$ cat config.mk
export PLATFORM = sky130hd
export DESIGN_NAME = tour_two_three_opt_move_flat
export DESIGN_NICKNAME = d
export VERILOG_FILES = /design/src/hw/rtl/ttom_pkg.sv /design/src/hw/rtl/ttom_req_if.sv /design/src/hw/rtl/ttom_rsp_if.sv /design/src/hw/rtl/tour_two_three_opt_move.sv /design/src/hw/rtl/ttom_datapath.sv /design/src/hw/rtl/ttom_ctrl.sv /design/src/flat_wrapper.sv
export SDC_FILE = /design/constraint.sdc
export NUM_CORES = 1
export LEC_CHECK = 0
export ABC_CLOCK_PERIOD_IN_PS = 9700
export BUFFER_PORTS_ARGS = -buffer_cell sky130_fd_sc_hd__buf_2
export CORE_MARGIN = 4
export CORE_UTILIZATION = 61
export CTS_CLUSTER_SIZE = 12
export DETAILED_ROUTE_END_ITERATION = 10
export PLACE_DENSITY_LB_ADDON = 0.3
export SYNTH_ARGS = -nofsm -noshare
export SYNTH_HDL_FRONTEND = slang
export SYNTH_HIERARCHICAL = 1
export SYNTH_SLANG_ARGS = --single-unit
$ cat constraint.sdc
create_clock -name clk -period 9.7 [get_ports clk]
set_input_delay 0.97 -clock clk [delete_from_list [all_inputs] [get_ports clk]]
set_output_delay 0.97 -clock clk [all_outputs]
set_load 0.02 [all_outputs]
$ cat src/hw/rtl/ttom_pkg.sv
// Types, constants and the micro-program shared by the tour move block.
`timescale 1ns / 1ps

package ttom_pkg;

    localparam int CITIES = 64;
    localparam int IDX_W  = 6;
    localparam int CNT_W  = 7;
    localparam int PC_W   = 7;

    typedef logic [IDX_W-1:0] city_t;
    typedef logic [CNT_W-1:0] cnt_t;
    typedef logic [PC_W-1:0]  pc_t;

    typedef enum logic [1:0] {
        FN_WRITE     = 2'd0,
        FN_TWO_OPT   = 2'd1,
        FN_THREE_OPT = 2'd2,
        FN_READ      = 2'd3
    } func_t;

    typedef enum logic [1:0] {
        VAR_CASE0 = 2'd0,
        VAR_CASE1 = 2'd1,
        VAR_CASE2 = 2'd2,
        VAR_CASE3 = 2'd3
    } variant_t;

    typedef struct packed {
        logic [1:0] func;
        city_t      city;
        city_t      next_city;
        logic [5:0] hops;
        city_t      third_city;
        logic [1:0] variant;
    } req_item_t;

    typedef struct packed {
        logic  status;
        city_t succ_out;
        city_t pred_out;
    } rsp_item_t;

    // Micro-operations of the sequencer
    typedef enum logic [3:0] {
        OP_WRITE,
        OP_NX,
        OP_PR,
        OP_PUT,
        OP_HOP,
        OP_RELINK,
        OP_DIST,
        OP_CHECK,
        OP_ORDER,
        OP_REBUILD,
        OP_DONE
    } op_t;

    // Working registers of the datapath
    typedef enum logic [2:0] {
        R_C1,
        R_C2,
        R_C3,
        R_A,
        R_B,
        R_C,
        R_T,
        R_X
    } reg_sel_t;

    typedef struct packed {
        op_t      op;
        reg_sel_t dst;
        reg_sel_t s1;
        reg_sel_t s2;
    } uop_t;

    typedef enum logic [2:0] {
        S_IDLE,
        S_START,
        S_EXEC,
        S_CAPT,
        S_WALK,
        S_WSTEP,
        S_REB,
        S_OUT
    } ctl_state_t;

    typedef struct packed {
        ctl_state_t st;
        uop_t       uop;
        logic       load;
        logic       out_load;
    } cmd_t;

    typedef struct packed {
        func_t    func;
        variant_t variant;
        logic     walk_end;
        logic     reb_done;
        logic     bad;
    } sts_t;

    // Program entry points
    localparam pc_t PC_WRITE = 7'd0;
    localparam pc_t PC_DONE  = 7'd1;
    localparam pc_t PC_TWO   = 7'd2;
    localparam pc_t PC_THREE = 7'd11;
    localparam pc_t PC_V0    = 7'd20;
    localparam pc_t PC_V1    = 7'd32;
    localparam pc_t PC_V2    = 7'd44;
    localparam pc_t PC_V3    = 7'd58;

    function automatic uop_t u(op_t op, reg_sel_t d, reg_sel_t a, reg_sel_t b);
        uop_t r;
        r.op  = op;
        r.dst = d;
        r.s1  = a;
        r.s2  = b;
        return r;
    endfunction

    // Micro-program ROM. A distance op stores into the first count when dst
    // is the second city, into the second count when dst is the third city.
    function automatic uop_t prog(pc_t pc);
        uop_t r;
        case (pc)
            // write, then the shared read-out
            7'd0:  r = u(OP_WRITE,   R_C1, R_C1, R_C1);
            7'd1:  r = u(OP_DONE,    R_C1, R_C1, R_C1);
            // two-opt
            7'd2:  r = u(OP_HOP,     R_C2, R_C1, R_C1);
            7'd3:  r = u(OP_NX,      R_T,  R_C2, R_C1);
            7'd4:  r = u(OP_NX,      R_X,  R_C1, R_C1);
            7'd5:  r = u(OP_PUT,     R_C1, R_X,  R_T);
            7'd6:  r = u(OP_NX,      R_X,  R_C1, R_C1);
            7'd7:  r = u(OP_RELINK,  R_C1, R_C2, R_X);
            7'd8:  r = u(OP_PUT,     R_C1, R_C1, R_C2);
            7'd9:  r = u(OP_REBUILD, R_C1, R_C1, R_C1);
            7'd10: r = u(OP_DONE,    R_C1, R_C1, R_C1);
            // three-opt: find second city, gather neighbours, check, measure distances, order
            7'd11: r = u(OP_HOP,     R_C2, R_C1, R_C1);
            7'd12: r = u(OP_PR,      R_A,  R_C1, R_C1);
            7'd13: r = u(OP_NX,      R_B,  R_C1, R_C1);
            7'd14: r = u(OP_NX,      R_C,  R_C2, R_C1);
            7'd15: r = u(OP_PR,      R_T,  R_C2, R_C1);
            7'd16: r = u(OP_CHECK,   R_C1, R_C1, R_C1);
            7'd17: r = u(OP_DIST,    R_C2, R_C1, R_C2);
            7'd18: r = u(OP_DIST,    R_C3, R_C1, R_C3);
            7'd19: r = u(OP_ORDER,   R_C1, R_C1, R_C1);
            // reconnection with two reversed segments, closed from third to first
            7'd20: r = u(OP_NX,      R_T,  R_A,  R_C1);
            7'd21: r = u(OP_NX,      R_X,  R_B,  R_C1);
            7'd22: r = u(OP_PUT,     R_C1, R_T,  R_X);
            7'd23: r = u(OP_NX,      R_T,  R_A,  R_C1);
            7'd24: r = u(OP_RELINK,  R_C1, R_B,  R_T);
            7'd25: r = u(OP_NX,      R_T,  R_C,  R_C1);
            7'd26: r = u(OP_PUT,     R_C1, R_T,  R_B);
            7'd27: r = u(OP_NX,      R_T,  R_C,  R_C1);
            7'd28: r = u(OP_RELINK,  R_C1, R_A,  R_T);
            7'd29: r = u(OP_PUT,     R_C1, R_C,  R_A);
            7'd30: r = u(OP_REBUILD, R_C1, R_C1, R_C1);
            7'd31: r = u(OP_DONE,    R_C1, R_C1, R_C1);
            // reconnection with two reversed segments, first linked to second
            7'd32: r = u(OP_NX,      R_T,  R_A,  R_C1);
            7'd33: r = u(OP_PUT,     R_C1, R_T,  R_C);
            7'd34: r = u(OP_NX,      R_T,  R_B,  R_C1);
            7'd35: r = u(OP_NX,      R_X,  R_C,  R_C1);
            7'd36: r = u(OP_PUT,     R_C1, R_T,  R_X);
            7'd37: r = u(OP_NX,      R_T,  R_B,  R_C1);
            7'd38: r = u(OP_RELINK,  R_C1, R_C,  R_T);
            7'd39: r = u(OP_NX,      R_T,  R_A,  R_C1);
            7'd40: r = u(OP_RELINK,  R_C1, R_B,  R_T);
            7'd41: r = u(OP_PUT,     R_C1, R_A,  R_B);
            7'd42: r = u(OP_REBUILD, R_C1, R_C1, R_C1);
            7'd43: r = u(OP_DONE,    R_C1, R_C1, R_C1);
            // reconnection with all three segments reversed
            7'd44: r = u(OP_NX,      R_T,  R_A,  R_C1);
            7'd45: r = u(OP_PUT,     R_C1, R_T,  R_C);
            7'd46: r = u(OP_NX,      R_T,  R_B,  R_C1);
            7'd47: r = u(OP_PUT,     R_C1, R_T,  R_A);
            7'd48: r = u(OP_NX,      R_T,  R_C,  R_C1);
            7'd49: r = u(OP_PUT,     R_C1, R_T,  R_B);
            7'd50: r = u(OP_NX,      R_X,  R_C,  R_C1);
            7'd51: r = u(OP_NX,      R_T,  R_B,  R_C1);
            7'd52: r = u(OP_RELINK,  R_C1, R_C,  R_T);
            7'd53: r = u(OP_NX,      R_T,  R_A,  R_C1);
            7'd54: r = u(OP_RELINK,  R_C1, R_B,  R_T);
            7'd55: r = u(OP_RELINK,  R_C1, R_A,  R_X);
            7'd56: r = u(OP_REBUILD, R_C1, R_C1, R_C1);
            7'd57: r = u(OP_DONE,    R_C1, R_C1, R_C1);
            // reconnection with one reversed segment, first linked past it
            7'd58: r = u(OP_NX,      R_T,  R_A,  R_C1);
            7'd59: r = u(OP_NX,      R_X,  R_C,  R_C1);
            7'd60: r = u(OP_PUT,     R_C1, R_T,  R_X);
            7'd61: r = u(OP_NX,      R_X,  R_B,  R_C1);
            7'd62: r = u(OP_NX,      R_T,  R_A,  R_C1);
            7'd63: r = u(OP_RELINK,  R_C1, R_B,  R_T);
            7'd64: r = u(OP_PUT,     R_C1, R_A,  R_X);
            7'd65: r = u(OP_PUT,     R_C1, R_C,  R_B);
            7'd66: r = u(OP_REBUILD, R_C1, R_C1, R_C1);
            7'd67: r = u(OP_DONE,    R_C1, R_C1, R_C1);
            default: r = u(OP_DONE,  R_C1, R_C1, R_C1);
        endcase
        return r;
    endfunction

endpackage

$ cat src/hw/rtl/ttom_req_if.sv
// Request channel interface: valid, ready and one request item.
`timescale 1ns / 1ps

interface ttom_req_if;
    import ttom_pkg::*;

    logic      valid;
    logic      ready;
    req_item_t data;

    modport source (output valid, output data, input ready);
    modport sink   (input valid, input data, output ready);
endinterface

$ cat src/hw/rtl/ttom_rsp_if.sv
// Response channel interface: valid, ready and one result item.
`timescale 1ns / 1ps

interface ttom_rsp_if;
    import ttom_pkg::*;

    logic      valid;
    logic      ready;
    rsp_item_t data;

    modport source (output valid, output data, input ready);
    modport sink   (input valid, input data, output ready);
endinterface

$ cat src/hw/rtl/tour_two_three_opt_move.sv
// Top level of the tour move block: controller, datapath and assertions.
//
// Holds a cyclic tour of 64 cities as successor and predecessor tables.
// Requests arrive on req (valid/ready); each transaction carries a write,
// read, two-opt or three-opt operation. Each request gives exactly one
// transaction on rsp with status and the successor and predecessor of city.
// A two-opt move walks forward hops steps, relinks one path and rebuilds
// the predecessor table; a three-opt move that passes its check adds two
// backward distance walks and up to three relink walks. Speed is bound by
// the single read port of each table: every walk step reads a table and
// then captures the read value, and the predecessor rebuild sweeps the
// successor table once per move that is carried out.
// One request is worked at a time; the next is taken as soon as the
// previous result sits in the output register, even if it is not yet taken.
// When rsp is stalled the result holds; a finished operation then waits.
// Reset clears the control state; table contents stay undefined until
// written.
`timescale 1ns / 1ps

module tour_two_three_opt_move (
    input  logic      clk,
    input  logic      rst_n,
    ttom_req_if.sink  req,
    ttom_rsp_if.source rsp
);
    import ttom_pkg::*;

    cmd_t cmd;
    sts_t sts;

    ttom_ctrl u_ctrl (
        .clk       (clk),
        .rst_n     (rst_n),
        .req_valid (req.valid),
        .req_ready (req.ready),
        .rsp_valid (rsp.valid),
        .rsp_ready (rsp.ready),
        .sts       (sts),
        .cmd       (cmd)
    );

    ttom_datapath u_datapath (
        .clk      (clk),
        .cmd      (cmd),
        .req_data (req.data),
        .sts      (sts),
        .rsp_data (rsp.data)
    );

    // a new request is never taken twice in a row
    a_busy_after_accept: assert property (@(posedge clk) disable iff (!rst_n)
        (req.valid && req.ready) |=> !req.ready)
        else $error("request accepted while a transaction is in progress");

    // the result register is only overwritten when free
    a_no_overwrite: assert property (@(posedge clk) disable iff (!rst_n)
        cmd.out_load |-> (!rsp.valid || rsp.ready))
        else $error("pending result overwritten");

    // a result appears only after a result load
    a_valid_from_load: assert property (@(posedge clk) disable iff (!rst_n)
        $rose(rsp.valid) |-> $past(cmd.out_load))
        else $error("result valid without a load");

    // a rejected third city skips straight to the read-out
    a_reject_readout: assert property (@(posedge clk) disable iff (!rst_n)
        (cmd.st == S_EXEC && cmd.uop.op == OP_CHECK && sts.bad) |=>
        (cmd.st == S_EXEC && cmd.uop.op == OP_DONE))
        else $error("rejected move did not go to read-out");

endmodule

$ cat src/hw/rtl/ttom_datapath.sv
// Datapath: tour tables, working registers, walk counter and result register.
`timescale 1ns / 1ps

module ttom_datapath (
    input  logic               clk,
    input  ttom_pkg::cmd_t     cmd,
    input  ttom_pkg::req_item_t req_data,
    output ttom_pkg::sts_t     sts,
    output ttom_pkg::rsp_item_t rsp_data
);
    import ttom_pkg::*;

    // tour tables
    city_t succ_mem [CITIES];
    city_t pred_mem [CITIES];
    city_t succ_q_reg;
    city_t pred_q_reg;

    city_t c1_reg, c2_reg, c3_reg, a_reg, b_reg, cc_reg, t_reg, x_reg;
    city_t val_reg;
    logic [5:0] hops_reg;
    func_t func_reg;
    variant_t variant_reg;
    city_t wt_reg;
    cnt_t  cnt_reg;
    cnt_t  d1_reg, d2_reg;
    logic  status_reg;
    rsp_item_t rsp_reg;

    op_t   op;
    city_t s1v, s2v;
    logic  walk_end, bad, reb_done, swap;
    city_t succ_ra, pred_ra;
    logic  succ_we, pred_we;
    city_t succ_wa, succ_wd, pred_wa, pred_wd;
    logic  dst_we;
    city_t dst_val;

    assign op = cmd.uop.op;

    // operand selection
    always_comb
    begin
        case (cmd.uop.s1)
            R_C1:    s1v = c1_reg;
            R_C2:    s1v = c2_reg;
            R_C3:    s1v = c3_reg;
            R_A:     s1v = a_reg;
            R_B:     s1v = b_reg;
            R_C:     s1v = cc_reg;
            R_T:     s1v = t_reg;
            R_X:     s1v = x_reg;
            default: s1v = c1_reg;
        endcase
        case (cmd.uop.s2)
            R_C1:    s2v = c1_reg;
            R_C2:    s2v = c2_reg;
            R_C3:    s2v = c3_reg;
            R_A:     s2v = a_reg;
            R_B:     s2v = b_reg;
            R_C:     s2v = cc_reg;
            R_T:     s2v = t_reg;
            R_X:     s2v = x_reg;
            default: s2v = c1_reg;
        endcase
    end

    // walk termination: hop count, or target reached / full lap
    assign walk_end = (op == OP_HOP) ? (cnt_reg == CNT_W'(hops_reg))
                    : ((cnt_reg == CNT_W'(CITIES)) || (wt_reg == s2v));
    assign reb_done = (cnt_reg == CNT_W'(CITIES));
    // third city clashes with the first or second city or their neighbours
    assign bad = (c3_reg == c1_reg) || (c3_reg == a_reg) || (c3_reg == b_reg) ||
                 (c3_reg == c2_reg) || (c3_reg == cc_reg) || (c3_reg == t_reg);
    // larger backward step count means the nearer city in forward order
    assign swap = (d1_reg < d2_reg);

    // table addressing
    always_comb
    begin
        succ_ra = c1_reg;
        pred_ra = c1_reg;
        succ_we = 1'b0;
        succ_wa = c1_reg;
        succ_wd = val_reg;
        pred_we = 1'b0;
        pred_wa = val_reg;
        pred_wd = c1_reg;
        case (cmd.st)
            S_EXEC:
            begin
                succ_ra = s1v;
                pred_ra = s1v;
                if (op == OP_WRITE)
                begin
                    succ_we = 1'b1;
                    pred_we = 1'b1;
                end
                else if (op == OP_PUT)
                begin
                    succ_we = 1'b1;
                    succ_wa = s1v;
                    succ_wd = s2v;
                end
            end
            S_WALK:
            begin
                succ_ra = wt_reg;
                pred_ra = wt_reg;
            end
            S_WSTEP:
            begin
                if (op == OP_RELINK)
                begin
                    succ_we = 1'b1;
                    succ_wa = wt_reg;
                    succ_wd = pred_q_reg;
                end
            end
            S_REB:
            begin
                succ_ra = cnt_reg[IDX_W-1:0];
                if (cnt_reg != '0)
                begin
                    pred_we = 1'b1;
                    pred_wa = succ_q_reg;
                    pred_wd = IDX_W'(cnt_reg - CNT_W'(1));
                end
            end
            default:
            begin
                succ_ra = c1_reg;
                pred_ra = c1_reg;
            end
        endcase
    end

    always_ff @(posedge clk)
    begin
        if (succ_we)
        begin
            succ_mem[succ_wa] <= succ_wd;
        end
        succ_q_reg <= succ_mem[succ_ra];
    end

    always_ff @(posedge clk)
    begin
        if (pred_we)
        begin
            pred_mem[pred_wa] <= pred_wd;
        end
        pred_q_reg <= pred_mem[pred_ra];
    end

    // destination write of a working register
    always_comb
    begin
        dst_we  = 1'b0;
        dst_val = succ_q_reg;
        if (cmd.st == S_CAPT)
        begin
            dst_we  = 1'b1;
            dst_val = (op == OP_PR) ? pred_q_reg : succ_q_reg;
        end
        else if (cmd.st == S_WALK && walk_end && op == OP_HOP)
        begin
            dst_we  = 1'b1;
            dst_val = wt_reg;
        end
    end

    always_ff @(posedge clk)
    begin
        if (cmd.load)
        begin
            c1_reg      <= req_data.city;
            c3_reg      <= req_data.third_city;
            val_reg     <= req_data.next_city;
            hops_reg    <= req_data.hops;
            func_reg    <= func_t'(req_data.func);
            variant_reg <= variant_t'(req_data.variant);
        end
        else if (cmd.st == S_EXEC && op == OP_ORDER)
        begin
            a_reg  <= c1_reg;
            b_reg  <= swap ? c3_reg : c2_reg;
            cc_reg <= swap ? c2_reg : c3_reg;
        end
        else if (dst_we)
        begin
            case (cmd.uop.dst)
                R_C1:    c1_reg <= dst_val;
                R_C2:    c2_reg <= dst_val;
                R_C3:    c3_reg <= dst_val;
                R_A:     a_reg  <= dst_val;
                R_B:     b_reg  <= dst_val;
                R_C:     cc_reg <= dst_val;
                R_T:     t_reg  <= dst_val;
                R_X:     x_reg  <= dst_val;
                default: t_reg  <= dst_val;
            endcase
        end
    end

    // walk pointer and step counter, also the rebuild index
    always_ff @(posedge clk)
    begin
        if (cmd.st == S_EXEC &&
            (op == OP_HOP || op == OP_RELINK || op == OP_DIST || op == OP_REBUILD))
        begin
            wt_reg  <= s1v;
            cnt_reg <= '0;
        end
        else if (cmd.st == S_WSTEP)
        begin
            wt_reg  <= (op == OP_HOP) ? succ_q_reg : pred_q_reg;
            cnt_reg <= cnt_reg + CNT_W'(1);
        end
        else if (cmd.st == S_REB && !reb_done)
        begin
            cnt_reg <= cnt_reg + CNT_W'(1);
        end
    end

    // backward distances
    always_ff @(posedge clk)
    begin
        if (cmd.st == S_WALK && walk_end && op == OP_DIST)
        begin
            if (cmd.uop.dst == R_C3)
            begin
                d2_reg <= cnt_reg;
            end
            else
            begin
                d1_reg <= cnt_reg;
            end
        end
    end

    // status and result register
    always_ff @(posedge clk)
    begin
        if (cmd.load)
        begin
            status_reg <= 1'b0;
        end
        else if (cmd.st == S_EXEC && op == OP_CHECK && bad)
        begin
            status_reg <= 1'b1;
        end
        if (cmd.out_load)
        begin
            rsp_reg.status   <= status_reg;
            rsp_reg.succ_out <= succ_q_reg;
            rsp_reg.pred_out <= pred_q_reg;
        end
    end

    assign rsp_data     = rsp_reg;
    assign sts.func     = func_reg;
    assign sts.variant  = variant_reg;
    assign sts.walk_end = walk_end;
    assign sts.reb_done = reb_done;
    assign sts.bad      = bad;

endmodule

$ cat src/hw/rtl/ttom_ctrl.sv
// Controller: state machine and micro-program counter of the tour move block.
`timescale 1ns / 1ps

module ttom_ctrl (
    input  logic           clk,
    input  logic           rst_n,
    input  logic           req_valid,
    output logic           req_ready,
    output logic           rsp_valid,
    input  logic           rsp_ready,
    input  ttom_pkg::sts_t sts,
    output ttom_pkg::cmd_t cmd
);
    import ttom_pkg::*;

    ctl_state_t state_reg, state_next;
    pc_t        pc_reg, pc_next;
    logic       rsp_valid_reg, rsp_valid_next;
    uop_t       uop;
    logic       out_load;

    assign uop = prog(pc_reg);

    always_ff @(posedge clk or negedge rst_n)
    begin
        if (!rst_n)
        begin
            state_reg     <= S_IDLE;
            pc_reg        <= PC_DONE;
            rsp_valid_reg <= 1'b0;
        end
        else
        begin
            state_reg     <= state_next;
            pc_reg        <= pc_next;
            rsp_valid_reg <= rsp_valid_next;
        end
    end

    // next state, program counter and result hand-off
    always_comb
    begin
        state_next = state_reg;
        pc_next    = pc_reg;
        out_load   = 1'b0;
        case (state_reg)
            S_IDLE:
            begin
                if (req_valid)
                begin
                    state_next = S_START;
                end
            end
            S_START:
            begin
                state_next = S_EXEC;
                case (sts.func)
                    FN_WRITE:     pc_next = PC_WRITE;
                    FN_TWO_OPT:   pc_next = PC_TWO;
                    FN_THREE_OPT: pc_next = PC_THREE;
                    FN_READ:      pc_next = PC_DONE;
                    default:      pc_next = PC_DONE;
                endcase
            end
            S_EXEC:
            begin
                case (uop.op)
                    OP_NX, OP_PR:
                    begin
                        state_next = S_CAPT;
                    end
                    OP_HOP, OP_RELINK, OP_DIST:
                    begin
                        state_next = S_WALK;
                    end
                    OP_CHECK:
                    begin
                        pc_next = sts.bad ? PC_DONE : pc_reg + PC_W'(1);
                    end
                    OP_ORDER:
                    begin
                        case (sts.variant)
                            VAR_CASE0: pc_next = PC_V0;
                            VAR_CASE1: pc_next = PC_V1;
                            VAR_CASE2: pc_next = PC_V2;
                            VAR_CASE3: pc_next = PC_V3;
                            default:   pc_next = PC_V0;
                        endcase
                    end
                    OP_REBUILD:
                    begin
                        state_next = S_REB;
                    end
                    OP_DONE:
                    begin
                        state_next = S_OUT;
                    end
                    default:
                    begin
                        pc_next = pc_reg + PC_W'(1);
                    end
                endcase
            end
            S_CAPT:
            begin
                pc_next    = pc_reg + PC_W'(1);
                state_next = S_EXEC;
            end
            S_WALK:
            begin
                if (sts.walk_end)
                begin
                    pc_next    = pc_reg + PC_W'(1);
                    state_next = S_EXEC;
                end
                else
                begin
                    state_next = S_WSTEP;
                end
            end
            S_WSTEP:
            begin
                state_next = S_WALK;
            end
            S_REB:
            begin
                if (sts.reb_done)
                begin
                    pc_next    = pc_reg + PC_W'(1);
                    state_next = S_EXEC;
                end
            end
            S_OUT:
            begin
                if (!rsp_valid_reg || rsp_ready)
                begin
                    out_load   = 1'b1;
                    state_next = S_IDLE;
                end
            end
            default:
            begin
                state_next = S_IDLE;
            end
        endcase

        if (out_load)
        begin
            rsp_valid_next = 1'b1;
        end
        else if (rsp_ready)
        begin
            rsp_valid_next = 1'b0;
        end
        else
        begin
            rsp_valid_next = rsp_valid_reg;
        end
    end

    assign req_ready    = (state_reg == S_IDLE);
    assign rsp_valid    = rsp_valid_reg;
    assign cmd.st       = state_reg;
    assign cmd.uop      = uop;
    assign cmd.load     = (state_reg == S_IDLE) && req_valid;
    assign cmd.out_load = out_load;

endmodule

$ cat src/flat_wrapper.sv
// flat-port wrapper written by rule: the top's interface ports become plain ports
module tour_two_three_opt_move_flat import ttom_pkg::*;
  (clk, rst_n, req_valid, req_data, req_ready, rsp_valid, rsp_data, rsp_ready);
  ttom_req_if req_i ();
  ttom_rsp_if rsp_i ();
  input  logic clk;
  input  logic rst_n;
  input wire logic [$bits(req_i.valid)-1:0] req_valid;
  input wire logic [$bits(req_i.data)-1:0] req_data;
  output wire logic [$bits(req_i.ready)-1:0] req_ready;
  output wire logic [$bits(rsp_i.valid)-1:0] rsp_valid;
  output wire logic [$bits(rsp_i.data)-1:0] rsp_data;
  input wire logic [$bits(rsp_i.ready)-1:0] rsp_ready;
  assign req_i.valid = req_valid;
  assign req_i.data = req_data;
  assign req_ready = req_i.ready;
  assign rsp_valid = rsp_i.valid;
  assign rsp_data = rsp_i.data;
  assign rsp_i.ready = rsp_ready;
  tour_two_three_opt_move u_core (.clk(clk), .rst_n(rst_n), .req(req_i), .rsp(rsp_i));
endmodule
==> impl_results.md <==
- Share of the yosys chip area belonging to registers: 65.1%
- Fill cells: 4549
- Status: complete, no violations
- Largest net degree at the start of global routing: 94
- Die width: 267 um
- First-pass GRT wire length: 169 mm
- Clock root buffer: clkbuf_16
- Critical path class: flop to flop
- Slew headroom: 18.1%
- P_leak: 0.0143 uW
- Worst Hold Class: input pin to asynchronous set/reset pin
- Routed Antenna Nets: 0
- Fin nets: 3352
- RD Place Congestion: 0.957
- Worst-skew pair later-pin latency: 660 ps
- Required @ worst endpoint: 10200 ps
- Layout cells sized above 1: 8.47%
- CTS Sinks: 896
- CTS Buffer Depth: 3
- DP Worst Slack: 3110 ps
- Starting Density: 61.9%
- Routed vias: 29321
- Maximum vdd drop: 179 uV
- Final Non-Filler Cells: 4217
- Post-CTS Hold Buffers: 0
- Resize count post-CTS: 0
- Pre-antenna DRT Iters: 7
- DIE AREA: 0.0714 sq mm
- Async set-reset flop share out of synthesis: 1.23%
- Final WL: 112 mm
- Sequential cell area: 0.0267 sq mm
- GR Util All Layers: 30.9%
- Number of setup violations in the final report: 0
- Fin crit period: 6910 ps
- Post-Syn Nets: 3414
- PD cells: 167 mW/mm^2
- Number of buffers created by CTS: 90
- Worst slew pin tran: 1220 ps
- Yosys reg bits: 896
- Top_reg_cell synth: edfxtp_1
- Most used cell, CP: a211oi_1
- Yosys cell types: 100
- Setup TNS Final: 0 ps
- Slew Viols, Final: 0
- Fin. Hold Viols: 0
- Synth warn: 6
- Post-Syn Instances: 3353
- Layout Skew: 37.4 ps
- Worst Path Max Fanout: 77
- H-tree depth: 3
- Vias in the first global route: 28362
- Fmax: 145 MHz
- DP Cell Count: 4063
- # IOs: 47
- Post-Syn Area per Cell: 12.2 sq um
- Worst endpoint data arrival time: 7410 ps
- Setup ws final: 2790 ps
- Post-synth EDFFs: 865
- RSZ-0062 raised after global routing: no
- Detailed Place HPWL: 69.9 mm
- Die height: 267 um
- CTS tree: done
- FP Rows: 94
- IO buf count: 46
- Mapped Area: 0.0410 sq mm
- DR DRC count: 0
- Cells along the critical path: inv_1 > ha_1 > nor2_1 > a211oi_1 > a311oi_1 > a21oi_1 > nand2_1 > o21ai_0 > o21ai_2 > buf_4 > or3_1 > nor2_1 > a21oi_1 > and2_4 > buf_4 > nand2_2 > buf_4 > a211oi_1 > a311oi_1 > a211oi_1 > a211oi_1
- Clock-pin slew on the worst setup and hold paths: 70 ps
- Post-CTS Setup Bufs: 0
- Antenna violations before repair: 1
- Total congestion overflow: 0
- Core Area: 0.0662 sq mm
- Critical path's slowest cell: buf_4
- Critical Path End Type: flop
- Fin crit share: 71.2%
- WL/cell: 26.5 um
- CP max stage delay: 760 ps
- Via/cell ratio: 6.95
- Initial drt markers: 4337
- Startpoint Class: flop
- P&R area growth vs syn: 8.57%
- Multi-input gate area: 0.0132 sq mm
- MaxCap Viol Count: 0
## through the flow
stage	total power, uW	hold slack, ps	util, %	cell area (sq um)
4_1_cts	7450	161	67.2	44500
2_1_floorplan	4260	409	-	41000
3_5_place_dp	4270	536	63.1	41800
6_report	7410	186	67.2	44500
3_3_place_gp	4270	532	63.1	41800
5_1_grt	7610	194	67.2	44500
## area by class of cell
type | count | share of cell area (%)
antenna | 1 | 0.00563
clock buffer | 133 | 5.56
timing repair buffer | 100 | 1.43
sequential | 896 | 59.9
inverter | 47 | 0.397
clock inverter | 20 | 0.490
tap | 864 | 2.43
multi-input combinational | 2156 | 29.8
## power by group
group / switching (uW) / total [uW] / internal [uW] / leakage, uW
clock: 1420 / 3220 / 1800 / 0.00129
sequential: 0.00000000000000863 / 4180 / 4180 / 0.00777
combinational: 4.58 / 8.95 / 4.37 / 0.00520
## layout by cell type, fill, tap and decap left out, types with 57 or more instances in the layout
master       n
o211ai_1    62
a22oi_1     68
a21oi_1    169
a211oi_1    57
o21ai_0    137
nand2_1    528
edfxtp_1   865
clkbuf_16   91
nor2_1     226
mux2i_1     70
## synth_stat cells, drive strengths merged (54+ instances only)
| library cell | number | area share, % |
|---|---|---|
| o21ai | 156 | 1.9 |
| nand2 | 533 | 4.9 |
| edfxtp | 865 | 63 |
| a22oi | 68 | 1.2 |
| o211ai | 62 | 1.1 |
| buf | 85 | 1.1 |
| nor2 | 231 | 2.2 |
| clkbuf | 169 | 1.5 |
| a211oi | 60 | 1.1 |
| mux2i | 70 | 1.7 |
| and3 | 54 | 0.82 |
| a21oi | 169 | 2.1 |
## final timing paths
check	start	endpoint	slack (ps)	cells past startpoint
max	u_core/u_ctrl/pc_reg[0]	u_core/u_datapath/succ_q_reg[1]	2790	21
min	rst_n	u_core/u_ctrl/pc_reg[4]	190	1
max reg2reg	u_core/u_ctrl/pc_reg[0]	u_core/u_datapath/succ_q_reg[1]	2790	21
min reg2reg	u_core/u_datapath/status_reg	u_core/u_datapath/rsp_data[12]	560	0
max in group asynchronous	rst_n	u_core/u_ctrl/pc_reg[0]	9240	1
min in group clk	req_data[26]	u_core/u_datapath/func_reg[0]	490	1
## worst max-delay path: cells and delay by family (launching register included)
kind	cells	cell delay [ps]
AO/OA/AOI/OAI	10	2490
buffers and inverters	4	1640
AND/OR/NAND/NOR	6	1400
flip-flops	1	740
adder cells (fa/ha/maj)	1	420
## kinds of logic (layout without fill, tap and decap cells)
| logic type | count (synthesis) | after routing | synth area share, % |
|---|---|---|---|
| mux | 81 | 81 | 2.13 |
| xor+xnor | 58 | 58 | 1.24 |
| simple gates | 1046 | 1046 | 11.4 |
| buf+inv | 301 | 300 | 3.08 |
| other cells | 0 | 1 | 0 |
| flops | 896 | 896 | 65.1 |
| fa+ha+maj | 29 | 29 | 0.886 |
| compound gates | 942 | 942 | 16.2 |
## per-layer routing
layer / GRT usage, % / part of all wire (%)
met3: 6.85 / 12
met1: 42.6 / 38
met2: 48.6 / 46
met4: 12.1 / 4.0
met5: 0 / 0
Note: power is estimated with default switching activity, not from simulation.
